--- config.mk ---
export PLATFORM = sky130hd
export DESIGN_NAME = video_spot_inactivity_detector_top
export DESIGN_NICKNAME = d
export VERILOG_FILES = /design/src/rtl/vsid_pkg.sv /design/src/rtl/video_spot_inactivity_detector_top.sv /design/src/rtl/vsid_front.sv /design/src/rtl/vsid_queue.sv /design/src/rtl/vsid_back.sv
export SDC_FILE = /design/constraint.sdc
export NUM_CORES = 1
export LEC_CHECK = 0
export ABC_AREA = 1
export BUFFER_PORTS_ARGS = -buffer_cell sky130_fd_sc_hd__buf_2
export CORE_ASPECT_RATIO = 0.5
export CORE_MARGIN = 4
export CORE_UTILIZATION = 40
export DETAILED_ROUTE_END_ITERATION = 7
export GPL_TIMING_DRIVEN = 0
export PLACE_DENSITY = 0.52
export SLEW_MARGIN = 20
export SYNTH_ARGS = -nofsm -noshare
export SYNTH_HDL_FRONTEND = slang
export SYNTH_SLANG_ARGS = --single-unit
export TNS_END_PERCENT = 1
--- constraint.sdc ---
create_clock -name i_clk -period 11.2 [get_ports i_clk]
set_clock_uncertainty 0.2 [all_clocks]
set_input_delay 0.56 -clock i_clk [delete_from_list [all_inputs] [get_ports i_clk]]
set_output_delay 0.56 -clock i_clk [all_outputs]
set_load 0.02 [all_outputs]
--- src/rtl/vsid_pkg.sv ---
// ----------------------------------------------------------------------------
// vsid_pkg
// Shared types and constants of the spot inactivity detector.
// ----------------------------------------------------------------------------
package vsid_pkg;

    localparam int PIXEL_BITS = 8;
    localparam int POS_BITS   = 11;
    localparam int SUM_BITS   = 12;
    localparam int TOL_BITS   = 4;
    localparam int TUNIT_BITS = 4;
    localparam int RATE_BITS  = 6;
    localparam int LIMIT_BITS = TUNIT_BITS + RATE_BITS;
    localparam int STILL_BITS = 16;
    localparam int CFG_IDX_BITS  = 3;
    localparam int CFG_DATA_BITS = POS_BITS;

    localparam logic [STILL_BITS-1:0] STILL_MAX = STILL_BITS'(60000);
    localparam logic [PIXEL_BITS-1:0] PIX_MAX   = {PIXEL_BITS{1'b1}};

    // sum / 9 == (sum * DIV9_MUL) >> DIV9_SHIFT, exact for any 12-bit sum
    localparam int DIV9_SHIFT = 15;
    localparam logic [SUM_BITS-1:0] DIV9_MUL = SUM_BITS'(3641);
    localparam int PROD_BITS  = 2 * SUM_BITS;
    localparam int QUOT_BITS  = PROD_BITS - DIV9_SHIFT;

    // queue between classifier and executor
    localparam int QDEPTH    = 4;
    localparam int QPTR_BITS = $clog2(QDEPTH);
    localparam int QCNT_BITS = $clog2(QDEPTH + 1);

    // register indexes
    localparam logic [CFG_IDX_BITS-1:0] REG_FRAME_ROWS    = 3'd0;
    localparam logic [CFG_IDX_BITS-1:0] REG_FRAME_COLS    = 3'd1;
    localparam logic [CFG_IDX_BITS-1:0] REG_SPOT_ROW      = 3'd2;
    localparam logic [CFG_IDX_BITS-1:0] REG_SPOT_COL      = 3'd3;
    localparam logic [CFG_IDX_BITS-1:0] REG_TOLERANCE     = 3'd4;
    localparam logic [CFG_IDX_BITS-1:0] REG_TIMEOUT_UNITS = 3'd5;
    localparam logic [CFG_IDX_BITS-1:0] REG_FRAME_RATE    = 3'd6;

    typedef struct packed {
        logic [POS_BITS-1:0] frame_rows;
        logic [POS_BITS-1:0] frame_cols;
        logic [POS_BITS-1:0] spot_row;
        logic [POS_BITS-1:0] spot_col;
    } t_geom_cfg;

    typedef struct packed {
        logic [TOL_BITS-1:0]   tolerance;
        logic [TUNIT_BITS-1:0] timeout_units;
        logic [RATE_BITS-1:0]  frame_rate;
    } t_judge_cfg;

    // one classified pixel as it travels through the queue
    typedef struct packed {
        logic [PIXEL_BITS-1:0] pixel;
        logic                  user;
        logic                  last;
        logic                  eof;
        logic [SUM_BITS-1:0]   sum;
    } t_item;

endpackage

--- src/rtl/video_spot_inactivity_detector_top.sv ---
// ----------------------------------------------------------------------------
// video_spot_inactivity_detector_top
// Pass-through grey video stream with a 3x3 spot inactivity LED.
// ----------------------------------------------------------------------------
// Takes one pixel per clock, sustained while the sink keeps accepting. Each
// pixel appears unchanged on the master side, with its led flag, after the
// queue, the divide stage and the output register, and later while the sink
// stalls. Under back-pressure up to six pixels are held (four in the queue,
// one in the divide stage, one in the output register) before tready drops.
// Pixel throughput is bounded only by the single output register, which takes
// a new pixel in every cycle the sink accepts one.
// Raster position follows the configured frame size only; tuser and tlast
// are copied but never move the position. Register writes go through
// i_cfg_we/i_cfg_idx/i_cfg_data and must be done while no pixel is in flight.
module video_spot_inactivity_detector_top import vsid_pkg::*; (
    input  logic                     i_clk,
    input  logic                     i_rst_n,
    input  logic                     i_cfg_we,
    input  logic [CFG_IDX_BITS-1:0]  i_cfg_idx,
    input  logic [CFG_DATA_BITS-1:0] i_cfg_data,
    input  logic                     s_axis_tvalid,
    output logic                     s_axis_tready,
    input  logic [7:0]               s_axis_tdata,  // [7:0] pixel_in
    input  logic                     s_axis_tuser,  // user_in
    input  logic                     s_axis_tlast,  // last_in
    output logic                     m_axis_tvalid,
    input  logic                     m_axis_tready,
    output logic [15:0]              m_axis_tdata,  // [7:0] pixel_out, [8] led, rest 0
    output logic                     m_axis_tuser,  // user_out
    output logic                     m_axis_tlast   // last_out
);

    t_geom_cfg  r_geom;
    t_judge_cfg r_judge;

    logic                  q_full;
    logic                  accept;
    t_item                 fr_item;
    logic                  q_valid;
    t_item                 q_item;
    logic                  q_pop;
    logic [PIXEL_BITS-1:0] out_pixel;
    logic                  out_led;

    always_ff @(posedge i_clk) begin
        if (!i_rst_n) begin
            r_geom.frame_rows     <= POS_BITS'(1080);
            r_geom.frame_cols     <= POS_BITS'(1920);
            r_geom.spot_row       <= POS_BITS'(540);
            r_geom.spot_col       <= POS_BITS'(960);
            r_judge.tolerance     <= TOL_BITS'(4);
            r_judge.timeout_units <= TUNIT_BITS'(1);
            r_judge.frame_rate    <= RATE_BITS'(30);
        end else if (i_cfg_we) begin
            case (i_cfg_idx)
                REG_FRAME_ROWS:    r_geom.frame_rows     <= i_cfg_data[POS_BITS-1:0];
                REG_FRAME_COLS:    r_geom.frame_cols     <= i_cfg_data[POS_BITS-1:0];
                REG_SPOT_ROW:      r_geom.spot_row       <= i_cfg_data[POS_BITS-1:0];
                REG_SPOT_COL:      r_geom.spot_col       <= i_cfg_data[POS_BITS-1:0];
                REG_TOLERANCE:     r_judge.tolerance     <= i_cfg_data[TOL_BITS-1:0];
                REG_TIMEOUT_UNITS: r_judge.timeout_units <= i_cfg_data[TUNIT_BITS-1:0];
                REG_FRAME_RATE:    r_judge.frame_rate    <= i_cfg_data[RATE_BITS-1:0];
                default: ;
            endcase
        end
    end

    assign s_axis_tready = !q_full;
    assign accept        = s_axis_tvalid && !q_full;

    vsid_front u_front (
        .i_clk    (i_clk),
        .i_rst_n  (i_rst_n),
        .i_geom   (r_geom),
        .i_accept (accept),
        .i_pixel  (s_axis_tdata[PIXEL_BITS-1:0]),
        .i_user   (s_axis_tuser),
        .i_last   (s_axis_tlast),
        .o_item   (fr_item)
    );

    vsid_queue u_queue (
        .i_clk   (i_clk),
        .i_rst_n (i_rst_n),
        .i_push  (accept),
        .i_item  (fr_item),
        .o_full  (q_full),
        .i_pop   (q_pop),
        .o_valid (q_valid),
        .o_item  (q_item)
    );

    vsid_back u_back (
        .i_clk     (i_clk),
        .i_rst_n   (i_rst_n),
        .i_judge   (r_judge),
        .i_q_valid (q_valid),
        .i_q_item  (q_item),
        .o_q_pop   (q_pop),
        .o_valid   (m_axis_tvalid),
        .i_ready   (m_axis_tready),
        .o_pixel   (out_pixel),
        .o_user    (m_axis_tuser),
        .o_last    (m_axis_tlast),
        .o_led     (out_led)
    );

    assign m_axis_tdata = {7'b0, out_led, out_pixel};

endmodule

--- src/rtl/vsid_front.sv ---
// ----------------------------------------------------------------------------
// vsid_front
// Raster position tracking, window accumulation and end-of-frame marking.
// ----------------------------------------------------------------------------
module vsid_front import vsid_pkg::*; (
    input  logic                  i_clk,
    input  logic                  i_rst_n,
    input  t_geom_cfg             i_geom,
    input  logic                  i_accept,
    input  logic [PIXEL_BITS-1:0] i_pixel,
    input  logic                  i_user,
    input  logic                  i_last,
    output t_item                 o_item
);

    logic [POS_BITS-1:0] r_row, n_row;
    logic [POS_BITS-1:0] r_col, n_col;
    logic [SUM_BITS-1:0] r_sum, n_sum;

    logic                in_win;
    logic                line_end;
    logic                frame_end;
    logic [SUM_BITS-1:0] sum_acc;

    // centre-1 <= pos <= centre+1, done without negatives
    function automatic logic near_centre(input logic [POS_BITS-1:0] pos,
                                         input logic [POS_BITS-1:0] ctr);
        logic [POS_BITS:0] p;
        logic [POS_BITS:0] c;
        p = {1'b0, pos};
        c = {1'b0, ctr};
        return ((p + (POS_BITS+1)'(2)) > c) && (p < (c + (POS_BITS+1)'(2)));
    endfunction

    always_comb begin
        in_win    = near_centre(r_row, i_geom.spot_row) && near_centre(r_col, i_geom.spot_col);
        sum_acc   = in_win ? (r_sum + SUM_BITS'(i_pixel)) : r_sum;
        line_end  = ({1'b0, r_col} + (POS_BITS+1)'(1)) >= {1'b0, i_geom.frame_cols};
        frame_end = line_end
                 && (({1'b0, r_row} + (POS_BITS+1)'(1)) >= {1'b0, i_geom.frame_rows});

        n_row = r_row;
        n_col = r_col;
        n_sum = r_sum;
        if (i_accept) begin
            n_sum = frame_end ? '0 : sum_acc;
            if (line_end) begin
                n_col = '0;
                n_row = frame_end ? '0 : (r_row + POS_BITS'(1));
            end else begin
                n_col = r_col + POS_BITS'(1);
            end
        end

        o_item.pixel = i_pixel;
        o_item.user  = i_user;
        o_item.last  = i_last;
        o_item.eof   = frame_end;
        o_item.sum   = sum_acc;
    end

    always_ff @(posedge i_clk) begin
        if (!i_rst_n) begin
            r_row <= '0;
            r_col <= '0;
            r_sum <= '0;
        end else begin
            r_row <= n_row;
            r_col <= n_col;
            r_sum <= n_sum;
        end
    end

endmodule

--- src/rtl/vsid_queue.sv ---
// ----------------------------------------------------------------------------
// vsid_queue
// Short register FIFO between classifier and executor.
// ----------------------------------------------------------------------------
module vsid_queue import vsid_pkg::*; (
    input  logic  i_clk,
    input  logic  i_rst_n,
    input  logic  i_push,
    input  t_item i_item,
    output logic  o_full,
    input  logic  i_pop,
    output logic  o_valid,
    output t_item o_item
);

    t_item                r_mem [QDEPTH];
    logic [QPTR_BITS-1:0] r_wr, n_wr;
    logic [QPTR_BITS-1:0] r_rd, n_rd;
    logic [QCNT_BITS-1:0] r_cnt, n_cnt;

    logic do_push;
    logic do_pop;

    always_comb begin
        o_full  = (r_cnt == QCNT_BITS'(QDEPTH));
        o_valid = (r_cnt != '0);
        o_item  = r_mem[r_rd];
        do_push = i_push && !o_full;
        do_pop  = i_pop && o_valid;
        n_wr    = do_push ? r_wr + QPTR_BITS'(1) : r_wr;
        n_rd    = do_pop ? r_rd + QPTR_BITS'(1) : r_rd;
        n_cnt   = r_cnt + QCNT_BITS'(do_push) - QCNT_BITS'(do_pop);
    end

    always_ff @(posedge i_clk) begin
        if (do_push) begin
            r_mem[r_wr] <= i_item;
        end
    end

    always_ff @(posedge i_clk) begin
        if (!i_rst_n) begin
            r_wr  <= '0;
            r_rd  <= '0;
            r_cnt <= '0;
        end else begin
            r_wr  <= n_wr;
            r_rd  <= n_rd;
            r_cnt <= n_cnt;
        end
    end

    a_no_overflow: assert property (@(posedge i_clk) disable iff (!i_rst_n)
        r_cnt <= QCNT_BITS'(QDEPTH))
        else $error("queue count beyond depth");

    a_no_push_full: assert property (@(posedge i_clk) disable iff (!i_rst_n)
        i_push |-> !o_full)
        else $error("push into full queue");

    a_cnt_step: assert property (@(posedge i_clk) disable iff (!i_rst_n)
        (i_push && !o_full && !(i_pop && o_valid)) |=> r_cnt == $past(r_cnt) + QCNT_BITS'(1))
        else $error("queue count did not follow push");

endmodule

--- src/rtl/vsid_back.sv ---
// ----------------------------------------------------------------------------
// vsid_back
// Divide-by-9 stage, still-frame judgment and output register.
// ----------------------------------------------------------------------------
module vsid_back import vsid_pkg::*; (
    input  logic                  i_clk,
    input  logic                  i_rst_n,
    input  t_judge_cfg            i_judge,
    input  logic                  i_q_valid,
    input  t_item                 i_q_item,
    output logic                  o_q_pop,
    output logic                  o_valid,
    input  logic                  i_ready,
    output logic [PIXEL_BITS-1:0] o_pixel,
    output logic                  o_user,
    output logic                  o_last,
    output logic                  o_led
);

    // stage 1: quotient
    logic                  r_s1_valid;
    logic [PIXEL_BITS-1:0] r_s1_pixel;
    logic                  r_s1_user;
    logic                  r_s1_last;
    logic                  r_s1_eof;
    logic [QUOT_BITS-1:0]  r_s1_quot;

    // stage 2: output
    logic                  r_out_valid;
    logic [PIXEL_BITS-1:0] r_out_pixel;
    logic                  r_out_user;
    logic                  r_out_last;
    logic                  r_out_led;

    logic [STILL_BITS-1:0] r_still, n_still;
    logic [PIXEL_BITS-1:0] r_prev, n_prev;
    logic                  r_led, n_led;

    logic                  adv;
    logic                  s1_load;
    logic [PROD_BITS-1:0]  prod;
    logic [PIXEL_BITS-1:0] avg;
    logic [PIXEL_BITS-1:0] tol8;
    logic [PIXEL_BITS-1:0] prev_c;
    logic [PIXEL_BITS:0]   lo_b;
    logic [PIXEL_BITS:0]   hi_b;
    logic                  close;
    logic [LIMIT_BITS-1:0] limit;

    always_comb begin
        adv     = !r_out_valid || i_ready;
        s1_load = adv || !r_s1_valid;
        o_q_pop = i_q_valid && s1_load;
        prod    = PROD_BITS'(i_q_item.sum) * PROD_BITS'(DIV9_MUL);

        avg    = (r_s1_quot > QUOT_BITS'(PIX_MAX)) ? PIX_MAX : r_s1_quot[PIXEL_BITS-1:0];
        tol8   = PIXEL_BITS'(i_judge.tolerance);
        // clamp previous average into [tol, 255-tol]
        if (r_prev < tol8) begin
            prev_c = tol8;
        end else if (r_prev > (PIX_MAX - tol8)) begin
            prev_c = PIX_MAX - tol8;
        end else begin
            prev_c = r_prev;
        end
        lo_b  = {1'b0, prev_c} - {1'b0, tol8};
        hi_b  = {1'b0, prev_c} + {1'b0, tol8};
        close = (lo_b < {1'b0, avg}) && ({1'b0, avg} < hi_b);
        limit = LIMIT_BITS'(i_judge.timeout_units) * LIMIT_BITS'(i_judge.frame_rate);

        n_still = r_still;
        n_prev  = r_prev;
        n_led   = r_led;
        if (adv && r_s1_valid && r_s1_eof) begin
            if (close) begin
                n_still = (r_still < STILL_MAX) ? r_still + STILL_BITS'(1) : r_still;
            end else begin
                n_still = '0;
            end
            n_prev = avg;
            n_led  = !(n_still > STILL_BITS'(limit));
        end

        o_valid = r_out_valid;
        o_pixel = r_out_pixel;
        o_user  = r_out_user;
        o_last  = r_out_last;
        o_led   = r_out_led;
    end

    always_ff @(posedge i_clk) begin
        if (s1_load) begin
            r_s1_pixel <= i_q_item.pixel;
            r_s1_user  <= i_q_item.user;
            r_s1_last  <= i_q_item.last;
            r_s1_eof   <= i_q_item.eof;
            r_s1_quot  <= prod[PROD_BITS-1:DIV9_SHIFT];
        end
        if (adv) begin
            r_out_pixel <= r_s1_pixel;
            r_out_user  <= r_s1_user;
            r_out_last  <= r_s1_last;
            r_out_led   <= n_led;
        end
    end

    always_ff @(posedge i_clk) begin
        if (!i_rst_n) begin
            r_s1_valid  <= 1'b0;
            r_out_valid <= 1'b0;
            r_still     <= '0;
            r_prev      <= '0;
            r_led       <= 1'b1;
        end else begin
            if (s1_load) begin
                r_s1_valid <= i_q_valid;
            end
            if (adv) begin
                r_out_valid <= r_s1_valid;
            end
            r_still <= n_still;
            r_prev  <= n_prev;
            r_led   <= n_led;
        end
    end

    a_still_sat: assert property (@(posedge i_clk) disable iff (!i_rst_n)
        r_still <= STILL_MAX)
        else $error("still count beyond saturation");

    a_clear_led_on: assert property (@(posedge i_clk) disable iff (!i_rst_n)
        (r_still == '0) |-> r_led)
        else $error("led off with zero still count");

    a_judge_only_eof: assert property (@(posedge i_clk) disable iff (!i_rst_n)
        !(adv && r_s1_valid && r_s1_eof) |=> $stable(r_still) && $stable(r_prev))
        else $error("judgment state moved without end of frame");

endmodule

# ---- Yosys cells after proc, flatten, opt, wreduce, memory -nomap -nowiden
# Memory sizes are Yosys's and may differ from the RTL's. A register that Yosys moved wholly into a read port is not among the register bits.
# Index checks and enable logic that the tools add are counted.
dict set report word_totals {
  ff_bits 157
  ramBits 92
  out_inout_bits 20
  elab_cells 109
  n_memories 1
}
dict set report classes {
  addsub 17
  n_mul 2
  n_lt_le_gt_ge 13
  eq_ne 7
  n_mux 15
  n_reduce_logical 27
}
# memory depth word_bits read_ports rd_ports_with_merged_regs wr line
set mem_list {}
lappend mem_list {u_queue.r_mem 4 23 1 1 1 vsid_queue.sv:16} ;# t_item r_mem [QDEPTH];
# op n
set op_table {}
lappend op_table {{$add A11 B2 Y12 const B} 4}
lappend op_table {{$mux W16} 3}
lappend op_table {{$add A11 B1 Y12 const B} 2}
lappend op_table {{$ge A12 B11 Y1} 2}
lappend op_table {{$gt A12 B11 Y1} 2}
lappend op_table {{$lt A11 B12 Y1} 2}
lappend op_table {{$mul A12 B12 Y24 const B} 1}
lappend op_table {{$mux W12} 2}
lappend op_table {{$mux W8} 3}
lappend op_table {{$add A11 B1 Y11 const B} 2}
lappend op_table {{$mux W11} 2}
lappend op_table {{$add A16 B1 Y16 const B} 1}
lappend op_table {{$gt A16 B10 Y1} 1}
lappend op_table {{$lt A16 B16 Y1 const B} 1}
lappend op_table {{$reduce_and A2 Y1} 8}
lappend op_table {{$add A12 B8 Y12} 1}
lappend op_table {{$eq A3 B3 Y1 const B} 4}
lappend op_table {{$logic_and A1 B1 Y1} 11}
lappend op_table {{$mul A4 B6 Y10} 1}
lappend op_table {{$add A8 B4 Y9} 1}
lappend op_table {{$gt A9 B8 Y1 const B} 1}
lappend op_table {{$lt A8 B9 Y1} 1}
lappend op_table {{$lt A9 B8 Y1} 1}
lappend op_table {{$sub A8 B4 Y9} 1}
lappend op_table {{other kinds (14)} 23}

# ---- Depth between registers and ports, before layout
# Gate-level depths: netlist of run 1.
dict set report depth {
  ltp_word 12
  mapped_depth 38
}

# ---- Cells and area by module
# From an unflattened synthesis of run 1, not the netlist that was laid out.
dict set report unflattened {
  cells_unflattened 2157
  area_unflattened_um2 17930.9
}
# module instances cells_per_inst area_per_inst_um2
set modules_own_cells {}
lappend modules_own_cells {vsid_back 1 810 6625.1}
lappend modules_own_cells {vsid_front 1 724 4712.0}
lappend modules_own_cells {vsid_queue 1 288 4195.3}
lappend modules_own_cells {video_spot_inactivity_detector_top 1 335 2398.6}

# ---- Least setup slack after synthesis of run 1
# OpenSTA, ideal clock, no wires.
dict set report synth_timing {
  path_kind {reg2reg}
  start {reg (tool-made name)}
  end {reg u_back.r_s1_quot[8], data pin}
  t_arrival_ps 4793
  required_ps 10739
  setup_slack_ps 5946
  path_stages_with_launch 25
  synth_period_minus_slack_ps 5254
  path_cell_list {dfxtp_1 clkbuf_1 clkbuf_1 o21ai_0 o22ai_1 fa_1 ha_1 inv_1 fa_1 fa_1 inv_1 fa_1 ha_1 nand2_1 inv_1 nand3_1 inv_1 nand2_1 o211a_1 nand2_1 nand2_1 nand2_1 nand2_1 nand2_1 xor2_1}
}
# element line
set synth_rtl {}
lappend synth_rtl {{end signal: assignment} vsid_back.sv:97} ;# r_s1_quot <= prod[PROD_BITS-1:DIV9_SHIFT];
lappend synth_rtl {{end: declaration} vsid_back.sv:26} ;# logic [QUOT_BITS-1:0] r_s1_quot;

==> metrics, run 1 <==
outcome=finished, final reports clean; Wirelength per Cell=15.6 um; setup_tns=0 ns; Iteration-0 DRC Markers=796; Core ar.=0.0420 mm^2; CTS sink cnt=251; largest net degree at the start of global routing=23; sequential area share after synthesis=36.8%; Layout area overhead=11.3%; distinct cell type count of the synthesized netlist=51; RSZ-0062 raised after global routing=false; Final Max Slew Viols=0; CP most frequent cell=nand2_1; slowest CP cell=o22ai_1; IO Port Bufs=41; CP delay by family, top=adder cells; Setup crit end kind=register; initial antenna violation count=1; clk_lat worst skew=0.55 ns; setup slack at placement=roughly 4.7 ns; fill count=4226; Hold Path Class=input pin to register; Setup Viol. Count Final=0; fin nets=roughly 2400; number of max-cap violations=0; Remaining DRCs=0; Synth top area share=between 20% and 30%; PostCTS Resize Cnt=0; Worst Path Arrival=6.53 ns; post-DP HPWL=32500 um; top-count cell post-synth=nand2_1; Worst EP required=between 10 and 15 ns; DRT antenna net count=0; f_max=roughly 160 MHz; CTS Buf Count=26; slew margin rel.=41.0%; ANT cells=0; CTS max path bufs=3; drt first pass iters=5; Worst-path clk slew=0.06 ns; startpoint types=register; Root Driver=clkbuf_16; hold path startpoint=s_axis_tdata[5]; fin cells=2700; cell count after synthesis=between 2000 and 2500; crit-path cells=clkbuf_1, clkbuf_1, o21ai_0, o22ai_1, fa_1, ha_1, inv_1, fa_1, fa_1, inv_1, fa_1, ha_1, nand2_1, inv_1, nand3_1, inv_1, nand2_1, o211a_1, nand2_1, nand2_1, nand2_1, nand2_1, nand2_1, xor2_1; grt ovf=0; Post-Syn Area=0.0170 mm^2; ys async rst share=0%; Worst Slack Setup Final=4.77 ns; htree depth=1; FF+latch count, synth=251; CP max stage delay=0.55 ns; EDFF count, synth=123; Die ar.=between 0.04 and 0.05 mm^2; Max FO, Critical Path=10; largest area contributor in the netlist=edfxtp_1; Final Hold Viols=0; post-layout minimum cycle time=around 6.4 ns; via count=13300; Worst-Margin Slew=0.885 ns; main area contributors after synthesis=edfxtp_1 22%, ha_1 15%, dfxtp_1 15%; drt total wl=42200 um; Die Wd=~300 um; number of global-route vias before repair=12700; Main synth FF type=dfxtp_1; Die H=~150 um; row cnt=53; gr usage total=a little under a fifth; Crit Path Category=register to register; layout cell share with drive strength beyond 1=7.21%; placed insts=2653; Crit path buffers/inverters=6; YS warnings=0; most frequent cells after synthesis=324 x nand2_1, 305 x inv_1, 209 x ha_1; global-route wire length before repair=68300 um; Starting Density=40.5%; Post-Synthesis Mean Instance Area=8.40 um^2; CTS tree=done; fraction of the cycle the final worst path needs=57.4%; via density per instance=4.93; # IOs=between 40 and 50; Setup Fix Bufs, Post-CTS=0; GP Congestion=around 0.86
==> final cells by class <==
cell class / count / area [um^2] / area share, %
multi-input combinational: 1410 / 9360 / 49.4
tap: 577 / 722 / 3.82
clock inverter: 12 / 130 / 0.688
inverter: 315 / 1180 / 6.25
timing repair buffer: 47 / 323 / 1.71
clock buffer: 33 / 687 / 3.63
buffer: 55 / 265 / 1.40
sequential: 251 / 6260 / 33.1
==> logic make-up after synthesis <==
family	share of synthesized area (%)
AOI/OAI and AO/OA	12.4
buffers and inverters	8.51
adders and majority gates	20.3
other	0.0221
and+or+nand+nor	17.3
xor gates and xnor gates	4.64
DFF	36.8
==> per-layer routing <==
metal	wire (um)	share of wire, %	global-route usage, %
met3	1880	4.5	2.88
met2	18300	43	29.0
met5	0	0	0
met1	21300	50	26.9
met4	705	1.7	3.40
==> cells in the final DEF (no fill, tap or decap), drive strengths merged, types with 4 or more instances in the layout <==
cell,Yosys,routed
o211ai,26,26
ha,209,209
inv,312,313
o21ai,147,147
and2,8,8
nand2,338,338
nand4,15,15
conb,1,7
a21oi,164,164
o22ai,25,25
xnor2,11,11
dfxtp,128,128
clkinv,3,10
buf,17,62
edfxtp,123,123
nor2,187,187
nor3,23,23
xor2,79,79
or2,4,4
fa,42,42
nand3,101,101
clkbuf,38,71
==> metrics by stage <==
step | hold slack [ns] | util (%) | cell area [um^2]
global placement | 0.201 | 42.8 | 18000
detailed placement | 0.206 | 43.1 | 18100
CTS | 0.0170 | 45.1 | 18900
finish | 0.0463 | 45.1 | 18900
global route | 0.0338 | 45.1 | 18900
floorplan | 0.200 | - | 17000
==> flip-flops by register name, indices dropped and copies added (netlist names), 9 cells and up, named ones only <==
register,cells
u_queue.r_mem,92
u_front.r_sum,12
u_back.r_s1_quot,9
r_geom,44
r_judge,14
u_front.r_row,11
u_back.r_still,16
u_front.r_col,11
==> path summary, 6_finish.rpt <==
path / to / slack (ns) / depth (start not counted)
setup / recovery: u_back.r_s1_quot[8] / 4.77 / 24
hold / removal: u_queue.r_mem[0][20] / 0.05 / 1
setup reg to reg: u_back.r_s1_quot[8] / 4.77 / 24
hold reg to reg: u_back.o_pixel[5] / 0.22 / 0
==> repair_timing <==
item / CTS / global route
hold buffers: 2 / 0
setup endpoints to repair: 0 / 0
hold endpoints to repair: 8 / 0
==> worst reg2reg max path, cell delays in order, from the launching register on <==
cell and delay (ns):
dfxtp_1 0.41, clkbuf_1 0.52, clkbuf_1 0.45, o21ai_0 0.18, o22ai_1 0.55, fa_1 0.53
ha_1 0.33, inv_1 0.08, fa_1 0.44, fa_1 0.55, inv_1 0.06, fa_1 0.47
ha_1 0.32, nand2_1 0.12, inv_1 0.07, nand3_1 0.10, inv_1 0.05, nand2_1 0.06
o211a_1 0.13, nand2_1 0.12, nand2_1 0.10, nand2_1 0.08, nand2_1 0.07, nand2_1 0.06
xor2_1 0.14
Power of run 1 is left out: the tool's default activity adds up to more than one toggle a clock period on the data nets, which glitch-free logic cannot reach.
==> run 2: changes to the inputs <==
--- a/config.mk
+++ b/config.mk
@@ -12,7 +12,7 @@
 export CORE_UTILIZATION = 40
 export DETAILED_ROUTE_END_ITERATION = 7
 export GPL_TIMING_DRIVEN = 0
-export PLACE_DENSITY = 0.52
+export PLACE_DENSITY = 0.54
 export SLEW_MARGIN = 20
 export SYNTH_ARGS = -nofsm -noshare
 export SYNTH_HDL_FRONTEND = slang
==> constraint.sdc (replaced) <==
create_clock -name i_clk -period 5.7 [get_ports i_clk]
set_clock_uncertainty 0.2 [all_clocks]
set_input_delay 0.285 -clock i_clk [delete_from_list [all_inputs] [get_ports i_clk]]
set_output_delay 0.285 -clock i_clk [all_outputs]
set_load 0.02 [all_outputs]
==> run 2 against run 1 <==
Critical path depth down 4. Global-route usage is 0.077 points higher. Wire length grew 1.5%. Cell count grew 1.9%. Via count rose by 1.5%. Sequential cell count is the same. Design area rose by 4.8%. First-iteration DRC count decreased by 5.0%. Utilization increased by 2.2 points. Die area unchanged. Maximum frequency is 17% higher.
==> metrics, run 2 (synthesis results as in run 1) <==
outcome=finished, final reports clean; fin nets=2434; Largest Register=u_queue.r_mem; layout cell share with drive strength beyond 1=a little over a tenth; Core ar.=0.0420 mm^2; Crit Path Category=register to register; startpoint types=register; Final Hold Viols=0; global-route wire length before repair=68700 um; Max FO, Critical Path=10; fraction of the cycle the final worst path needs=96.2%; row cnt=between 50 and 60; worst r2r path cells=20; via density per instance=4.91; # IOs=49; post-layout minimum cycle time=5.48 ns; Root Driver=clkbuf_16; hold depth=6; Die ar.=0.0461 mm^2; number of global-route vias before repair=12800; Wirelength per Cell=15.6 um; ANT cells=0; htree depth=1; number of max-cap violations=0; initial antenna violation count=0; Setup Viol. Count Final=0; Layout area overhead=16.7%; post-DP HPWL=32200 um; Iteration-0 DRC Markers=756; slew margin rel.=44.6%; Largest regs=u_queue.r_mem x92, r_geom x44, u_back.r_still x16; CTS sink cnt=251; CTS tree=done; max reg flops=slightly above 90; drt first pass iters=5; GP Congestion=around 0.84; most common cell after layout, fill and taps aside=nand2_1; gr usage total=18.4%; IO Port Bufs=a little over 40; Starting Density=40.5%; Remaining DRCs=0; grt ovf=0; placed insts=2653; Die H=154 um; drt total wl=42900 um; Hold Path Class=input pin to register; Die Wd=300 um; Worst Path Arrival=5.67 ns; f_max=roughly 180 MHz; Final Max Slew Viols=0; via count=13500; commonest non-fill, non-tap cells in the layout=320 x nand2_1, 299 x inv_1, 202 x ha_1; Worst EP required=5.89 ns; CTS Buf Count=27; Worst-path clk slew=0.06 ns; clk_lat worst skew=0.56 ns; largest net degree at the start of global routing=23; Worst-Margin Slew=0.826 ns; CTS max path bufs=3; Setup crit end kind=register; fin cells=roughly 2800; DRT antenna net count=0
run 2: layout make-up:
| class | count | area (um^2) |
|---|---|---|
| buffer | 54 | 312 |
| clock buffer | 36 | 729 |
| clock inverter | 13 | 228 |
| fill | 4145 | 22100 |
| inverter | 315 | 1190 |
| multi-input combinational | 1410 | 9620 |
| sequential | 251 | 6270 |
| tap | 577 | 722 |
| timing repair buffer | 95 | 761 |
run 2: per-stage QoR:
step	instance area (um^2)	setup slack (ns)	setup TNS [ns]	util [%]	hold WS [ns]
floorplan	17000	0.446	0	-	0.184
global placement	18000	-0.790	-5.97	42.8	0.202
detailed placement	18100	-0.809	-6.30	43.1	0.205
CTS	19400	-0.0179	-0.0227	46.3	0.00113
global route	19800	-0.0468	-0.0499	47.3	0.0674
finish	19800	0.218	0	47.3	0.0290
run 2: repair_timing:
item / CTS / global route
buffers inserted: 1 / 21
resized for setup: 33 / 80
hold endpoints to repair: 85 / 0
pin swaps: 1 / 31
hold buffers: 28 / 0
setup endpoints to repair: 11 / 9
run 2: worst paths after layout:
kind	startpoint	to	slack [ns]
setup / recovery	register	u_back.r_s1_quot[7]	0.22
setup reg to reg	register	u_back.r_s1_quot[7]	0.22
hold reg to reg	u_back.r_s1_last	u_back.o_last	0.22
hold / removal	i_cfg_idx[0]	r_judge[4]	0.03
run 2: worst max-delay path, stage by stage (launching register included):
cell and delay [ns]:
dfxtp_2 0.33, buf_6 0.14, clkbuf_4 0.22, o21ai_0 0.26, o22ai_2 0.12, buf_4 0.17
fa_1 0.48, ha_1 0.32, inv_1 0.08, fa_1 0.54, inv_1 0.06, fa_1 0.47
ha_1 0.31, ha_1 0.35, nand2_1 0.10, nor2_1 0.14, inv_1 0.08, nor4_1 0.34
o21ai_0 0.20, nand3_1 0.16, xor2_1 0.21
run 2: routing by layer:
metal / vias up / global-route usage [%] / part of all wire [%]
met3: 43 / 2.20 / 3.5
li1: 6968 / - / -
met4: 0 / 3.17 / 1.6
met2: 172 / 30.1 / 45
met1: 6318 / 26.7 / 50
met5: - / 0 / 0
Power of run 2 is left out for the same reason.
==> run 3: changes to the inputs <==
--- a/config.mk
+++ b/config.mk
@@ -7,12 +7,15 @@
 export LEC_CHECK = 0
 export ABC_AREA = 1
 export BUFFER_PORTS_ARGS = -buffer_cell sky130_fd_sc_hd__buf_2
+export CELL_PAD_IN_SITES_DETAIL_PLACEMENT = 0
+export CELL_PAD_IN_SITES_GLOBAL_PLACEMENT = 1
 export CORE_ASPECT_RATIO = 0.5
 export CORE_MARGIN = 4
 export CORE_UTILIZATION = 40
+export CTS_CLUSTER_SIZE = 12
 export DETAILED_ROUTE_END_ITERATION = 7
 export GPL_TIMING_DRIVEN = 0
-export PLACE_DENSITY = 0.54
+export PLACE_DENSITY = 0.68
 export SLEW_MARGIN = 20
 export SYNTH_ARGS = -nofsm -noshare
 export SYNTH_HDL_FRONTEND = slang
==> constraint.sdc (replaced) <==
create_clock -name i_clk -period 5.7 [get_ports i_clk]
set_clock_uncertainty 0.2 [all_clocks]
set_input_delay 0.285 -clock i_clk [delete_from_list [all_inputs] [get_ports i_clk]]
set_output_delay 0.285 -clock i_clk [all_outputs]
set_load 0.05 [all_outputs]
==> run 3 against run 2 <==
Setup slack better by 0.082 ns. Critical path type unchanged. Sequential share of layout area rose by 0.13 points. Maximum frequency is 1.5% higher. Cell count about the same. Via count decreased by 0.47%. Non-clock buffer count grew 2.
==> metrics, run 3 (synthesis results as in run 1) <==
CTS tree=done; Worst EP required=between 5 and 6 ns; drt first pass iters=5; Worst-Margin Slew=0.895 ns; crit-path cells=buf_4, clkbuf_4, a21oi_1, a32oi_2, fa_1, ha_1, inv_1, fa_1, inv_1, fa_1, ha_1, ha_1, nand2_1, nor2_1, inv_1, nor4_1, nand4_1, nand3_1, xor2_1; IO Port Bufs=41; Final Core Density=47.0%; Die H=154 um; drt total wl=43100 um; Root Driver=clkbuf_16; Worst Path Arrival=approximately 5.5 ns; grt ovf=0; Setup Viol. Count Final=0; most common cell after layout, fill and taps aside=nand2_1; number of global-route vias before repair=12700; fin nets=2436; Die Wd=300 um; htree depth=1; Hold Worst Slack=0.0368 ns; Largest Register=u_queue.r_mem; global-route wire length before repair=69100 um; initial antenna violation count=1; via density per instance=4.88; largest net degree at the start of global routing=23; Max FO, Critical Path=10; DRT antenna net count=0; Wirelength per Cell=between 15 and 20 um; number of max-cap violations=0; Most Crowded Layer GR=met2; CTS sink cnt=251; max reg flops=92; GR Util met2=29.9%; RSZ-0062 raised after global routing=true; f_max=185 MHz; Final Max Slew Viols=0; slowest CP cell=fa_1; Hold Path Class=input pin to register; row cnt=53; Crit Path Category=register to register; outcome=finished, final reports clean; Core ar.=0.0420 mm^2; global routing usage on met3=2.43%; reg-to-reg slack, setup=0.30 ns; clk_lat worst skew=0.56 ns; startpoint types=register; Die ar.=approximately 0.046 mm^2; CP delay by family, top=adder cells; CTS Buf Count=27; Starting Density=40.5%; via count=13400; Final Hold Viols=0; commonest non-fill, non-tap cells in the layout=318 x nand2_1, 298 x inv_1, 200 x ha_1; CP max stage delay=0.50 ns; Layout area overhead=16.1%; GP Congestion=between 0.8 and 0.9; Setup crit end kind=register; Iteration-0 DRC Markers=621; gr usage total=a little under a fifth; fraction of the cycle the final worst path needs=about 95%; Largest regs=u_queue.r_mem x92, r_geom x44, u_back.r_still x16; grt met1 use=27.6%; Worst-path clk slew=0.06 ns; CTS max path bufs=3; post-DP HPWL=around 33000 um; post-layout minimum cycle time=5.40 ns; slew margin rel.=40.3%; Crit path buffers/inverters=5; # IOs=49; layout cell share with drive strength beyond 1=between 10% and 20%; Remaining DRCs=0; ANT cells=0
==> run 3: cell count changes in the layout (fill, tap and decap cells not counted), moves of 3 or more <==
cell,before,now
bufinv_16,6,1
a21oi_2,5,9
dlygate4sd3_1,28,24
clkbuf_1,35,40
o21ai_0,133,130
buf_4,36,41
a21oi_1,156,153
ha_4,5,8
==> run 3: worst reg2reg max path, stage by stage (launching register included) <==
cell	delay, ns
dfxtp_1	0.35
buf_4	0.19
clkbuf_4	0.24
a21oi_1	0.10
a32oi_2	0.44
fa_1	0.50
ha_1	0.33
inv_1	0.06
fa_1	0.47
inv_1	0.05
fa_1	0.47
ha_1	0.30
ha_1	0.35
nand2_1	0.11
nor2_1	0.15
inv_1	0.08
nor4_1	0.33
nand4_1	0.16
nand3_1	0.16
xor2_1	0.10
==> run 3: area by class of cell <==
| type | instances | area [um^2] |
|---|---|---|
| flip-flops and latches | 251 | 6270 |
| plain buffers | 54 | 305 |
| fillers | 4133 | 22200 |
| well taps | 577 | 722 |
| clock inverters | 7 | 73.8 |
| multi-input cells | 1410 | 9680 |
| inverters | 315 | 1200 |
| repair buffers | 97 | 758 |
| clock buffers | 41 | 748 |
==> run 3: worst paths after layout <==
path / depth (start not counted) / end / start
setup / recovery: 19 / u_back.r_s1_quot[7] / register
hold / removal: 4 / r_geom[7] / i_cfg_idx[0]
setup reg to reg: 19 / u_back.r_s1_quot[7] / register
hold reg to reg: 0 / u_back.o_pixel[6] / u_back.r_s1_pixel[6]
==> run 3: stage by stage <==
stage | instance area (um^2) | setup TNS, ns | setup slack, ns | std cells
after floorplan | 17000 | 0 | 0.446 | 2031
after global placement | 18000 | -6.23 | -0.787 | 2649
after detailed placement | 18100 | -5.97 | -0.770 | 2653
after CTS | 19300 | -0.0139 | -0.0139 | 2727
after global routing | 19700 | -0.0637 | -0.0637 | 2752
final | 19700 | 0 | 0.300 | 2752
==> run 3: per-layer routing <==
metal  wire length, um  up-vias  part of all wire (%)
met3              1630       35                   3.8
met1             21800     6254                    51
met2             19200      182                    45
li1                  -     6966                     -
met4               453        0                   1.1
met5                 0        -                     0
==> run 3: repair_timing <==
| item | in CTS | in global routing |
|---|---|---|
| resized for setup | 38 | 82 |
| pin swaps | 3 | 29 |
| hold buffers | 24 | 0 |
| buffers inserted | 3 | 25 |
| endpoints found under the setup margin | 11 | 9 |
| endpoints found under the hold margin | 95 | 0 |
Power of run 3 is left out for the same reason.
